==> src/sv/uer_pkg.sv <==
// Shared types, codes and constants of the ultrasonic echo ranging block.
package uer_pkg;

   localparam int TIME_WIDTH_DEF  = 16;
   localparam int CSR_INDEX_WIDTH = 2;
   localparam int CSR_DATA_WIDTH  = 16;
   localparam int TRIG_WIDTH      = 8;
   localparam int TIMEOUT_WIDTH   = 16;
   localparam int RAW_WIDTH       = 11;
   localparam int DIGIT_WIDTH     = 4;
   localparam int REM_WIDTH       = 6;
   localparam int TICKS_PER_CM    = 58;

   localparam logic [RAW_WIDTH-1:0]     RAW_MAX           = '1;
   localparam logic [TRIG_WIDTH-1:0]    TRIGGER_TICKS_RST = 8'd12;
   localparam logic [TIMEOUT_WIDTH-1:0] RISE_TIMEOUT_RST  = 16'd30000;
   localparam logic [TIMEOUT_WIDTH-1:0] ECHO_TIMEOUT_RST  = 16'd30000;

   localparam logic [CSR_INDEX_WIDTH-1:0] CSR_TRIGGER_TICKS = 2'd0;
   localparam logic [CSR_INDEX_WIDTH-1:0] CSR_RISE_TIMEOUT  = 2'd1;
   localparam logic [CSR_INDEX_WIDTH-1:0] CSR_ECHO_TIMEOUT  = 2'd2;

   typedef enum logic [1:0] {
      PH_IDLE,
      PH_TRIG,
      PH_RISE,
      PH_HIGH
   } phase_type;

   typedef enum logic [2:0] {
      ST_NONE,
      ST_OK,
      ST_RISE_TIMEOUT,
      ST_ECHO_TIMEOUT,
      ST_ZERO
   } status_type;

endpackage

==> src/sv/ultrasonic_echo_ranging.sv <==
// Ultrasonic echo ranging controller: trigger, echo timing, smoothing and decimal digits.
//
//   channel | direction | handshake               | word
//   --------+-----------+-------------------------+--------------------------------------
//   req     | in        | req_valid / req_ready   | start_req, echo (one microsecond tick)
//   rsp     | out       | rsp_valid / rsp_ready   | trigger, busy_res, status, raw_cm,
//           |           |                         | smoothed_cm, three decimal digits
//   csr     | in        | csr_valid / csr_ready   | csr_index, csr_data
//
// One word per cycle sustained while rsp is not stalled; each accepted req word
// passes both stages before it appears on rsp: the phase, counter and smoothing
// update in the first stage, the decimal split of the smoothed value in the second.
// Synchronous reset restores the register defaults and an idle, zeroed state.
// A stalled rsp holds both stages and then req; csr_ready is always high.
module ultrasonic_echo_ranging #(
   parameter int TIME_WIDTH = uer_pkg::TIME_WIDTH_DEF
) (
   input  logic                                 clock,
   input  logic                                 reset,
   input  logic                                 req_valid,
   output logic                                 req_ready,
   input  logic                                 req_start_req,
   input  logic                                 req_echo,
   output logic                                 rsp_valid,
   input  logic                                 rsp_ready,
   output logic                                 rsp_trigger,
   output logic                                 rsp_busy_res,
   output uer_pkg::status_type                  rsp_status,
   output logic [uer_pkg::RAW_WIDTH-1:0]        rsp_raw_cm,
   output logic [uer_pkg::RAW_WIDTH-1:0]        rsp_smoothed_cm,
   output logic [uer_pkg::DIGIT_WIDTH-1:0]      rsp_hundreds_digit,
   output logic [uer_pkg::DIGIT_WIDTH-1:0]      rsp_tens_digit,
   output logic [uer_pkg::DIGIT_WIDTH-1:0]      rsp_ones_digit,
   input  logic                                 csr_valid,
   output logic                                 csr_ready,
   input  logic [uer_pkg::CSR_INDEX_WIDTH-1:0]  csr_index,
   input  logic [uer_pkg::CSR_DATA_WIDTH-1:0]   csr_data
);
   import uer_pkg::*;

   localparam int CW = (TIME_WIDTH > TIMEOUT_WIDTH) ? TIME_WIDTH : TIMEOUT_WIDTH;
   localparam int QW = TIME_WIDTH - 5;
   localparam int RW = (QW > RAW_WIDTH) ? QW : RAW_WIDTH;
   localparam int AW = TIME_WIDTH + 1;
   localparam logic [TIME_WIDTH-1:0] CNT_MAX = '1;

   // configuration
   logic [TRIG_WIDTH-1:0]    trigger_ticks_ff;
   logic [TIMEOUT_WIDTH-1:0] rise_timeout_ff;
   logic [TIMEOUT_WIDTH-1:0] echo_timeout_ff;

   // measurement state
   phase_type             phase_ff, phase_in;
   logic [TIME_WIDTH-1:0] phase_ticks_ff, phase_ticks_in;
   logic [TIME_WIDTH-1:0] echo_ticks_ff, echo_ticks_in;
   logic [QW-1:0]         echo_quot_ff, echo_quot_in;
   logic [REM_WIDTH-1:0]  echo_rem_ff, echo_rem_in;
   logic [RAW_WIDTH-1:0]  last_raw_ff, last_raw_in;
   logic [RAW_WIDTH-1:0]  smoothed_ff, smoothed_in;

   // first stage
   logic                  s1_valid_ff, s1_valid_in;
   logic                  s1_trigger_ff;
   logic                  s1_busy_ff;
   status_type            s1_status_ff;
   logic [RAW_WIDTH-1:0]  s1_raw_ff;
   logic [RAW_WIDTH-1:0]  s1_smoothed_ff;

   // result stage
   logic                  rsp_valid_ff, rsp_valid_in;
   logic                  rsp_trigger_ff;
   logic                  rsp_busy_ff;
   status_type            rsp_status_ff;
   logic [RAW_WIDTH-1:0]  rsp_raw_ff;
   logic [RAW_WIDTH-1:0]  rsp_smoothed_ff;
   logic [DIGIT_WIDTH-1:0] rsp_hundreds_ff, rsp_hundreds_in;
   logic [DIGIT_WIDTH-1:0] rsp_tens_ff, rsp_tens_in;
   logic [DIGIT_WIDTH-1:0] rsp_ones_ff, rsp_ones_in;

   logic                  req_take;
   logic                  s1_move;
   logic                  trig_out;
   status_type            status_out;
   logic [TIME_WIDTH-1:0] phase_bump;
   logic [TIME_WIDTH-1:0] echo_bump;
   logic [QW-1:0]         quot_bump;
   logic [REM_WIDTH-1:0]  rem_bump;
   logic                  trig_hit;
   logic                  rise_hit;
   logic                  echo_hit;
   logic [RW-1:0]         quot_ext;
   logic [RAW_WIDTH-1:0]  raw_sat;
   logic [14:0]           smooth_sum;
   logic [31:0]           smooth_prod;
   logic [RAW_WIDTH-1:0]  smooth_new;
   logic [26:0]           div10_prod;
   logic [23:0]           div100_prod;
   logic [7:0]            quot10;
   logic [4:0]            quot100;
   logic [RAW_WIDTH-1:0]  ones_full;
   logic [7:0]            tens_full;

   // handshake
   assign s1_move   = s1_valid_ff && (!rsp_valid_ff || rsp_ready);
   assign req_ready = !s1_valid_ff || s1_move;
   assign req_take  = req_valid && req_ready;
   assign csr_ready = 1'b1;

   assign s1_valid_in  = req_take ? 1'b1 : (s1_move ? 1'b0 : s1_valid_ff);
   assign rsp_valid_in = s1_move ? 1'b1 : (rsp_ready ? 1'b0 : rsp_valid_ff);

   // saturating counters and the running quotient of echo ticks by 58
   assign phase_bump = (phase_ticks_ff == CNT_MAX) ? CNT_MAX : phase_ticks_ff + 1'b1;
   assign echo_bump  = (echo_ticks_ff == CNT_MAX) ? CNT_MAX : echo_ticks_ff + 1'b1;

   always_comb begin
      quot_bump = echo_quot_ff;
      rem_bump  = echo_rem_ff;
      if (echo_ticks_ff != CNT_MAX) begin
         if (echo_rem_ff == REM_WIDTH'(TICKS_PER_CM - 1)) begin
            rem_bump  = '0;
            quot_bump = echo_quot_ff + 1'b1;
         end else begin
            rem_bump  = echo_rem_ff + 1'b1;
         end
      end
   end

   assign trig_hit = (CW'(phase_bump) >= CW'(trigger_ticks_ff)) || (phase_bump == CNT_MAX);
   assign rise_hit = (CW'(phase_bump) >= CW'(rise_timeout_ff)) || (phase_bump == CNT_MAX);
   assign echo_hit = (CW'(echo_bump) >= CW'(echo_timeout_ff)) || (echo_bump == CNT_MAX);

   assign quot_ext = RW'(echo_quot_ff);
   assign raw_sat  = (quot_ext > RW'(RAW_MAX)) ? RAW_MAX : quot_ext[RAW_WIDTH-1:0];

   // (7*old + 3*new)/10, the divide by ten as a reciprocal multiply
   assign smooth_sum  = 15'(smoothed_ff) * 15'd7 + 15'(raw_sat) * 15'd3;
   assign smooth_prod = 32'(smooth_sum) * 32'd52429;
   assign smooth_new  = smooth_prod[29:19];

   always_comb begin
      phase_in       = phase_ff;
      phase_ticks_in = phase_ticks_ff;
      echo_ticks_in  = echo_ticks_ff;
      echo_quot_in   = echo_quot_ff;
      echo_rem_in    = echo_rem_ff;
      last_raw_in    = last_raw_ff;
      smoothed_in    = smoothed_ff;
      trig_out       = 1'b0;
      status_out     = ST_NONE;
      if (req_take) begin
         unique case (phase_ff)
            PH_IDLE: begin
               if (req_start_req) begin
                  trig_out      = 1'b1;
                  echo_ticks_in = '0;
                  echo_quot_in  = '0;
                  echo_rem_in   = '0;
                  if (trigger_ticks_ff <= TRIG_WIDTH'(1)) begin
                     phase_in       = PH_RISE;
                     phase_ticks_in = '0;
                  end else begin
                     phase_in       = PH_TRIG;
                     phase_ticks_in = TIME_WIDTH'(1);
                  end
               end
            end
            PH_TRIG: begin
               trig_out = 1'b1;
               if (trig_hit) begin
                  phase_in       = PH_RISE;
                  phase_ticks_in = '0;
               end else begin
                  phase_ticks_in = phase_bump;
               end
            end
            PH_RISE: begin
               if (req_echo) begin
                  echo_ticks_in = TIME_WIDTH'(1);
                  echo_quot_in  = '0;
                  echo_rem_in   = REM_WIDTH'(1);
                  if (echo_timeout_ff <= TIMEOUT_WIDTH'(1)) begin
                     phase_in    = PH_IDLE;
                     last_raw_in = '0;
                     status_out  = ST_ECHO_TIMEOUT;
                  end else begin
                     phase_in    = PH_HIGH;
                  end
               end else begin
                  phase_ticks_in = phase_bump;
                  if (rise_hit) begin
                     phase_in    = PH_IDLE;
                     last_raw_in = '0;
                     status_out  = ST_RISE_TIMEOUT;
                  end
               end
            end
            PH_HIGH: begin
               if (req_echo) begin
                  echo_ticks_in = echo_bump;
                  echo_quot_in  = quot_bump;
                  echo_rem_in   = rem_bump;
                  if (echo_hit) begin
                     phase_in    = PH_IDLE;
                     last_raw_in = '0;
                     status_out  = ST_ECHO_TIMEOUT;
                  end
               end else begin
                  phase_in    = PH_IDLE;
                  last_raw_in = raw_sat;
                  if (raw_sat == '0) begin
                     status_out  = ST_ZERO;
                  end else begin
                     smoothed_in = smooth_new;
                     status_out  = ST_OK;
                  end
               end
            end
         endcase
      end
   end

   // decimal split of the smoothed value
   assign div10_prod  = 27'(s1_smoothed_ff) * 27'd52429;
   assign div100_prod = 24'(s1_smoothed_ff) * 24'd5243;
   assign quot10      = div10_prod[26:19];
   assign quot100     = div100_prod[23:19];
   assign ones_full   = s1_smoothed_ff - RAW_WIDTH'(quot10) * RAW_WIDTH'(10);
   assign tens_full   = quot10 - 8'(quot100) * 8'd10;
   assign rsp_ones_in = ones_full[DIGIT_WIDTH-1:0];
   assign rsp_tens_in = tens_full[DIGIT_WIDTH-1:0];

   always_comb begin
      if (quot100 >= 5'd20) begin
         rsp_hundreds_in = DIGIT_WIDTH'(quot100 - 5'd20);
      end else if (quot100 >= 5'd10) begin
         rsp_hundreds_in = DIGIT_WIDTH'(quot100 - 5'd10);
      end else begin
         rsp_hundreds_in = DIGIT_WIDTH'(quot100);
      end
   end

   always_ff @(posedge clock) begin
      if (reset) begin
         trigger_ticks_ff <= TRIGGER_TICKS_RST;
         rise_timeout_ff  <= RISE_TIMEOUT_RST;
         echo_timeout_ff  <= ECHO_TIMEOUT_RST;
      end else if (csr_valid) begin
         unique case (csr_index)
            CSR_TRIGGER_TICKS: trigger_ticks_ff <= csr_data[TRIG_WIDTH-1:0];
            CSR_RISE_TIMEOUT:  rise_timeout_ff  <= csr_data[TIMEOUT_WIDTH-1:0];
            CSR_ECHO_TIMEOUT:  echo_timeout_ff  <= csr_data[TIMEOUT_WIDTH-1:0];
            default: ;
         endcase
      end
   end

   always_ff @(posedge clock) begin
      if (reset) begin
         phase_ff       <= PH_IDLE;
         phase_ticks_ff <= '0;
         echo_ticks_ff  <= '0;
         echo_quot_ff   <= '0;
         echo_rem_ff    <= '0;
         last_raw_ff    <= '0;
         smoothed_ff    <= '0;
         s1_valid_ff    <= 1'b0;
         rsp_valid_ff   <= 1'b0;
      end else begin
         phase_ff       <= phase_in;
         phase_ticks_ff <= phase_ticks_in;
         echo_ticks_ff  <= echo_ticks_in;
         echo_quot_ff   <= echo_quot_in;
         echo_rem_ff    <= echo_rem_in;
         last_raw_ff    <= last_raw_in;
         smoothed_ff    <= smoothed_in;
         s1_valid_ff    <= s1_valid_in;
         rsp_valid_ff   <= rsp_valid_in;
      end
   end

   always_ff @(posedge clock) begin
      if (req_take) begin
         s1_trigger_ff  <= trig_out;
         s1_busy_ff     <= (phase_in != PH_IDLE);
         s1_status_ff   <= status_out;
         s1_raw_ff      <= last_raw_in;
         s1_smoothed_ff <= smoothed_in;
      end
      if (s1_move) begin
         rsp_trigger_ff  <= s1_trigger_ff;
         rsp_busy_ff     <= s1_busy_ff;
         rsp_status_ff   <= s1_status_ff;
         rsp_raw_ff      <= s1_raw_ff;
         rsp_smoothed_ff <= s1_smoothed_ff;
         rsp_hundreds_ff <= rsp_hundreds_in;
         rsp_tens_ff     <= rsp_tens_in;
         rsp_ones_ff     <= rsp_ones_in;
      end
   end

   assign rsp_valid          = rsp_valid_ff;
   assign rsp_trigger        = rsp_trigger_ff;
   assign rsp_busy_res       = rsp_busy_ff;
   assign rsp_status         = rsp_status_ff;
   assign rsp_raw_cm         = rsp_raw_ff;
   assign rsp_smoothed_cm    = rsp_smoothed_ff;
   assign rsp_hundreds_digit = rsp_hundreds_ff;
   assign rsp_tens_digit     = rsp_tens_ff;
   assign rsp_ones_digit     = rsp_ones_ff;

   a_trigger_busy: assert property (@(posedge clock) disable iff (reset)
      rsp_valid && rsp_trigger |-> rsp_busy_res)
      else $error("trigger driven outside a measurement");

   a_quot_track: assert property (@(posedge clock) disable iff (reset)
      AW'(echo_quot_ff) * AW'(TICKS_PER_CM) + AW'(echo_rem_ff) == AW'(echo_ticks_ff))
      else $error("echo quotient and remainder out of step with tick count");

   a_state_hold: assert property (@(posedge clock) disable iff (reset)
      !req_take |=> $stable(phase_ff) && $stable(smoothed_ff) && $stable(echo_ticks_ff))
      else $error("measurement state moved without an accepted word");

   a_status_idle: assert property (@(posedge clock) disable iff (reset)
      req_take && status_out != ST_NONE |=> phase_ff == PH_IDLE)
      else $error("measurement ended but phase not idle");

endmodule

==> config.mk <==
export PLATFORM = sky130hd
export DESIGN_NAME = ultrasonic_echo_ranging
export DESIGN_NICKNAME = d
export VERILOG_FILES = /design/src/sv/uer_pkg.sv /design/src/sv/ultrasonic_echo_ranging.sv
export SDC_FILE = /design/constraint.sdc
export NUM_CORES = 1
export LEC_CHECK = 0
export ABC_AREA = 0
export BUFFER_PORTS_ARGS = -buffer_cell sky130_fd_sc_hd__buf_2
export CORE_MARGIN = 2
export CORE_UTILIZATION = 30
export DETAILED_ROUTE_END_ITERATION = 8
export PLACE_DENSITY = 0.52
export SYNTH_ARGS = -nofsm -noshare
export SYNTH_HDL_FRONTEND = slang
export SYNTH_SLANG_ARGS = --single-unit
==> constraint.sdc <==
create_clock -name clock -period 11.8 [get_ports clock]
set_clock_uncertainty 0.05 [all_clocks]
set_input_delay 1.77 -clock clock [delete_from_list [all_inputs] [get_ports clock]]
set_output_delay 1.77 -clock clock [all_outputs]
set_load 0.1 [all_outputs]
==> results by group <==
Run status
  • Result of the run: completed

Synthesis
  • Cell taking the most area after synthesis: sky130_fd_sc_hd__ha_1
  • Number of warnings issued by yosys: 0
  • Synth Net Count: 2416
  • Fraction of the yosys area taken by sequential cells: 23.5%
  • Proportion of register bits with asynchronous set or reset after synthesis: 0%
  • Top-area cell type share of the netlist area: approximately 22%
  • Count of flip-flops with a built-in enable after synthesis: 65
  • Post-Syn Area: 18100 um2
  • #FFs+latches synth: 180
  • Syn Area/Cell: 9.45 um2
  • Count of unique library cells instantiated by Yosys: 70
  • Synthesized instance count: 1913
  • Top post-synthesis cells by area: sky130_fd_sc_hd__ha_1 (22%), sky130_fd_sc_hd__fa_1 (18%), sky130_fd_sc_hd__dfxtp_1 (13%), sky130_fd_sc_hd__edfxtp_1 (11%), sky130_fd_sc_hd__inv_1 (7.6%)
  • Main synth FF type: sky130_fd_sc_hd__dfxtp_1

Clock network
  • CTS clock-pin slew for the worst setup and hold paths: 80 ps
  • Clk Latency, worst-skew pair: approximately 460 ps
  • Inserted Clock Buffers: 17
  • Hold-fix buffers at CTS: 0
  • Number of instances resized during post-cts repair: 0
  • Clock tree from TritonCTS: done
  • Number of buffers on the longest clock path: 2
  • Sinks on the clock net: 180
  • Cell at the root of the clock tree: sky130_fd_sc_hd__clkbuf_16
  • H-tree levels: 4
  • Number of buffers inserted by post-CTS setup repair: 0

Routing
  • Routed len/inst: about 15 um
  • Per-cell via count in the routed design: 4.75
  • Violation count after the first detailed-routing iteration: between 700 and 800
  • Post-detailed-route DRC marker count: 0
  • Wire length after detailed routing: between 40000 and 50000 um
  • Length of the first detailed-routing pass in iterations: 4
  • Count of vias placed by the detailed router: 13.0k
  • Antenna Nets Post-Route: 0

Global routing
  • Vias in the first global route: 13.5k
  • Global-route wire length before repair: 70200 um
  • Maximum number of pins on one net before global-route repair: 78
  • Antenna violations before repair: 2
  • Remaining global-route overflow: 0
  • Total track usage: between 10% and 20%

Die
  • Die outline width: around 250 um
  • Floorplan die height: roughly 250 um
  • Area of the die: 62200 um2
  • Starting density of the core: 30.5%
  • Core Footprint: 59200 um2
  • Number of top-level design ports: 67
  • Number of rows in the core area: 89

Final layout
  • Storage cell area: 4250 um2
  • Fill cell instance count of the final layout: 6112
  • Multi-input logic area: 12200 um2
  • Antenna diode count: 0
  • Total number of nets in the final design: 2457
  • P&R area growth vs syn: 9.40%
  • Share of final-layout standard cells stronger than drive strength 1: 6.51%

Setup path
  • Buffers plus inverters on the worst setup path: 10
  • Dominant cell type by count on the critical path: sky130_fd_sc_hd__inv_1
  • Critical setup path kind: reg2reg
  • Crit path from: echo_quot_ff[3]
  • Critical path depth in cells: 36
  • Critical path endpoint category: register
  • Worst Path Arrival: between 10000 and 15000 ps
  • End of the worst register-to-register path: s1_smoothed_ff[9]
  • End point of the critical path: s1_smoothed_ff[9]
  • Critical-path top delay cell: sky130_fd_sc_hd__a221oi_1
  • Startpoint type of the worst setup path: register
  • Cell family with most CP delay: adder cells
  • Worst r2r src: echo_quot_ff[3]
  • Reg2reg path depth: 36
  • Critical path peak fanout: 8
  • Required @ worst endpoint: 11960 ps
  • Longest individual stage delay on the worst path: 610 ps
  • Register-to-register setup slack: 1120 ps

Power
  • Leakage component of the power: ~10 nW
  • Power consumption: roughly 2.0 mW
  • Maximum resistive drop on vdd: 0.0000872 V
  • Power density of the placed cells: 101 nW/um2

STA
  • Count of final hold-check violations: 0
  • Worst Max-Slew Pin Slew: 1140 ps
  • Tightest slew margin relative to the limit: 24.0%
  • Pins over their slew limit: 0
  • Final critical-path setup slack: 1120 ps
  • Count of final setup violators: 0
  • Aggregate negative setup slack: 0 ps
  • Period Utilization, post-route: 90.5%
  • Setup repair after global routing missed its margin: false
  • Achievable Freq: 0.0936 GHz
  • Hold_ws: between 300 and 400 ps
  • Final period demand of the worst path: 10680 ps

Placed design
  • Input/output buffers: between 60 and 70
  • Dpl hpwl: 34600 um
  • Routability congestion estimate: 0.847
  • Pre-CTS worst setup slack: 1190 ps

Worst hold path
  • Worst min-delay path class: reg2reg

Job
  • Max Cap Viol: 0
[stage by stage]
stage,utilization (%),std cells,area [um2]
after floorplan,-,1913,18100
after global placement,32.4,2708,19200
after detailed placement,32.4,2708,19200
after CTS,33.4,2740,19800
after global routing,33.4,2740,19800
final,33.4,2740,19800
[cell usage after synthesis, types with 15 or more instances]
| cell | count |
|---|---|
| sky130_fd_sc_hd__a21o_1 | 28 |
| sky130_fd_sc_hd__a21oi_1 | 88 |
| sky130_fd_sc_hd__a22o_1 | 15 |
| sky130_fd_sc_hd__a22oi_1 | 16 |
| sky130_fd_sc_hd__a31oi_1 | 15 |
| sky130_fd_sc_hd__clkbuf_1 | 38 |
| sky130_fd_sc_hd__dfxtp_1 | 115 |
| sky130_fd_sc_hd__edfxtp_1 | 65 |
| sky130_fd_sc_hd__fa_1 | 166 |
| sky130_fd_sc_hd__ha_1 | 312 |
| sky130_fd_sc_hd__inv_1 | 365 |
| sky130_fd_sc_hd__nand2_1 | 157 |
| sky130_fd_sc_hd__nand3_1 | 31 |
| sky130_fd_sc_hd__nand4_1 | 26 |
| sky130_fd_sc_hd__nor2_1 | 100 |
| sky130_fd_sc_hd__nor2b_1 | 23 |
| sky130_fd_sc_hd__nor3_1 | 18 |
| sky130_fd_sc_hd__o21ai_0 | 49 |
| sky130_fd_sc_hd__xnor2_1 | 57 |
| sky130_fd_sc_hd__xor2_1 | 26 |
[worst reg2reg max path: cells and delay by family (launching register included)]
family                   cells  cell delay (ps)
flip-flops                   1              490
XOR/XNOR                     2              400
AO/OA/AOI/OAI               10             3310
adder cells (fa/ha/maj)     11             5170
AND/OR/NAND/NOR              3              290
buffers and inverters       10              750
[layer usage]
| metal | GRT usage [%] | share of wire, % |
|---|---|---|
| met5 | 0 | 0.031 |
| met3 | 1.63 | 2.6 |
| met1 | 19.0 | 48 |
| met2 | 23.4 | 48 |
| met4 | 3.29 | 1.2 |
[final cells by class]
class                   count  area share (%)
clock buffers              18            2.22
multi-input cells        1316            61.8
repair buffers             74            1.99
flip-flops and latches    180            21.5
clock inverters            14           0.658
well taps                 773            4.89
inverters                 365            6.93
[sequential cells by signal, indices dropped and copies added (netlist names), 2 cells and up]
signal and cells:
echo_timeout_ff 16, rsp_raw_cm 11, echo_quot_ff 11, trigger_ticks_ff 8
rsp_hundreds_digit 4, last_raw_ff 11, smoothed_ff 11, echo_ticks_ff 16
rsp_status 3, phase_ticks_ff 16, s1_status_ff 3, rise_timeout_ff 16
rsp_tens_digit 4, phase_ff 2, s1_raw_ff 11, s1_smoothed_ff 11
echo_rem_ff 6, rsp_ones_digit 3, rsp_smoothed_cm 11
[logic make-up (layout without fill, tap and decap cells)]
logic type / after synthesis / count (layout) / synth area share (%)
and+or+nand+nor: 438 / 438 / 11.6
AOI/OAI and AO/OA: 304 / 304 / 11.1
DFF: 180 / 180 / 23.5
adders and majority gates: 478 / 478 / 40.0
other: 1 / 1 / 0.0208
muxes: 12 / 12 / 0.762
buffers and inverters: 417 / 471 / 8.90
xor gates and xnor gates: 83 / 83 / 4.02
[placed cells by master (no fill, tap or decap), types with 31 or more instances in the layout]
master	count
sky130_fd_sc_hd__xnor2_1	57
sky130_fd_sc_hd__dfxtp_1	115
sky130_fd_sc_hd__o21ai_0	49
sky130_fd_sc_hd__edfxtp_1	65
sky130_fd_sc_hd__inv_1	365
sky130_fd_sc_hd__a21oi_1	88
sky130_fd_sc_hd__nor2_1	100
sky130_fd_sc_hd__nand3_1	31
sky130_fd_sc_hd__nand2_1	157
sky130_fd_sc_hd__fa_1	166
sky130_fd_sc_hd__buf_2	65
sky130_fd_sc_hd__ha_1	312
[worst min path at each step]
stage	depth (start not counted)	to	start	slack, ps
5_1_grt	0	rsp_raw_cm[8]	s1_raw_ff[8]	380
6_report	0	rsp_raw_cm[4]	s1_raw_ff[4]	360
2_1_floorplan	0	rsp_busy_res	s1_busy_ff	350
3_5_place_dp	0	rsp_raw_cm[4]	s1_raw_ff[4]	350
3_3_place_gp	0	rsp_raw_cm[9]	s1_raw_ff[9]	350
4_1_cts	0	rsp_raw_cm[4]	s1_raw_ff[4]	370
[where the power goes]
| group | internal [mW] | total, mW | switching [mW] |
|---|---|---|---|
| Combinational | 0.260 | 0.721 | 0.461 |
| Sequential | 0.687 | 0.704 | 0.0166 |
| Clock | 0.285 | 0.563 | 0.278 |
Note: power is estimated with default switching activity, not from simulation.
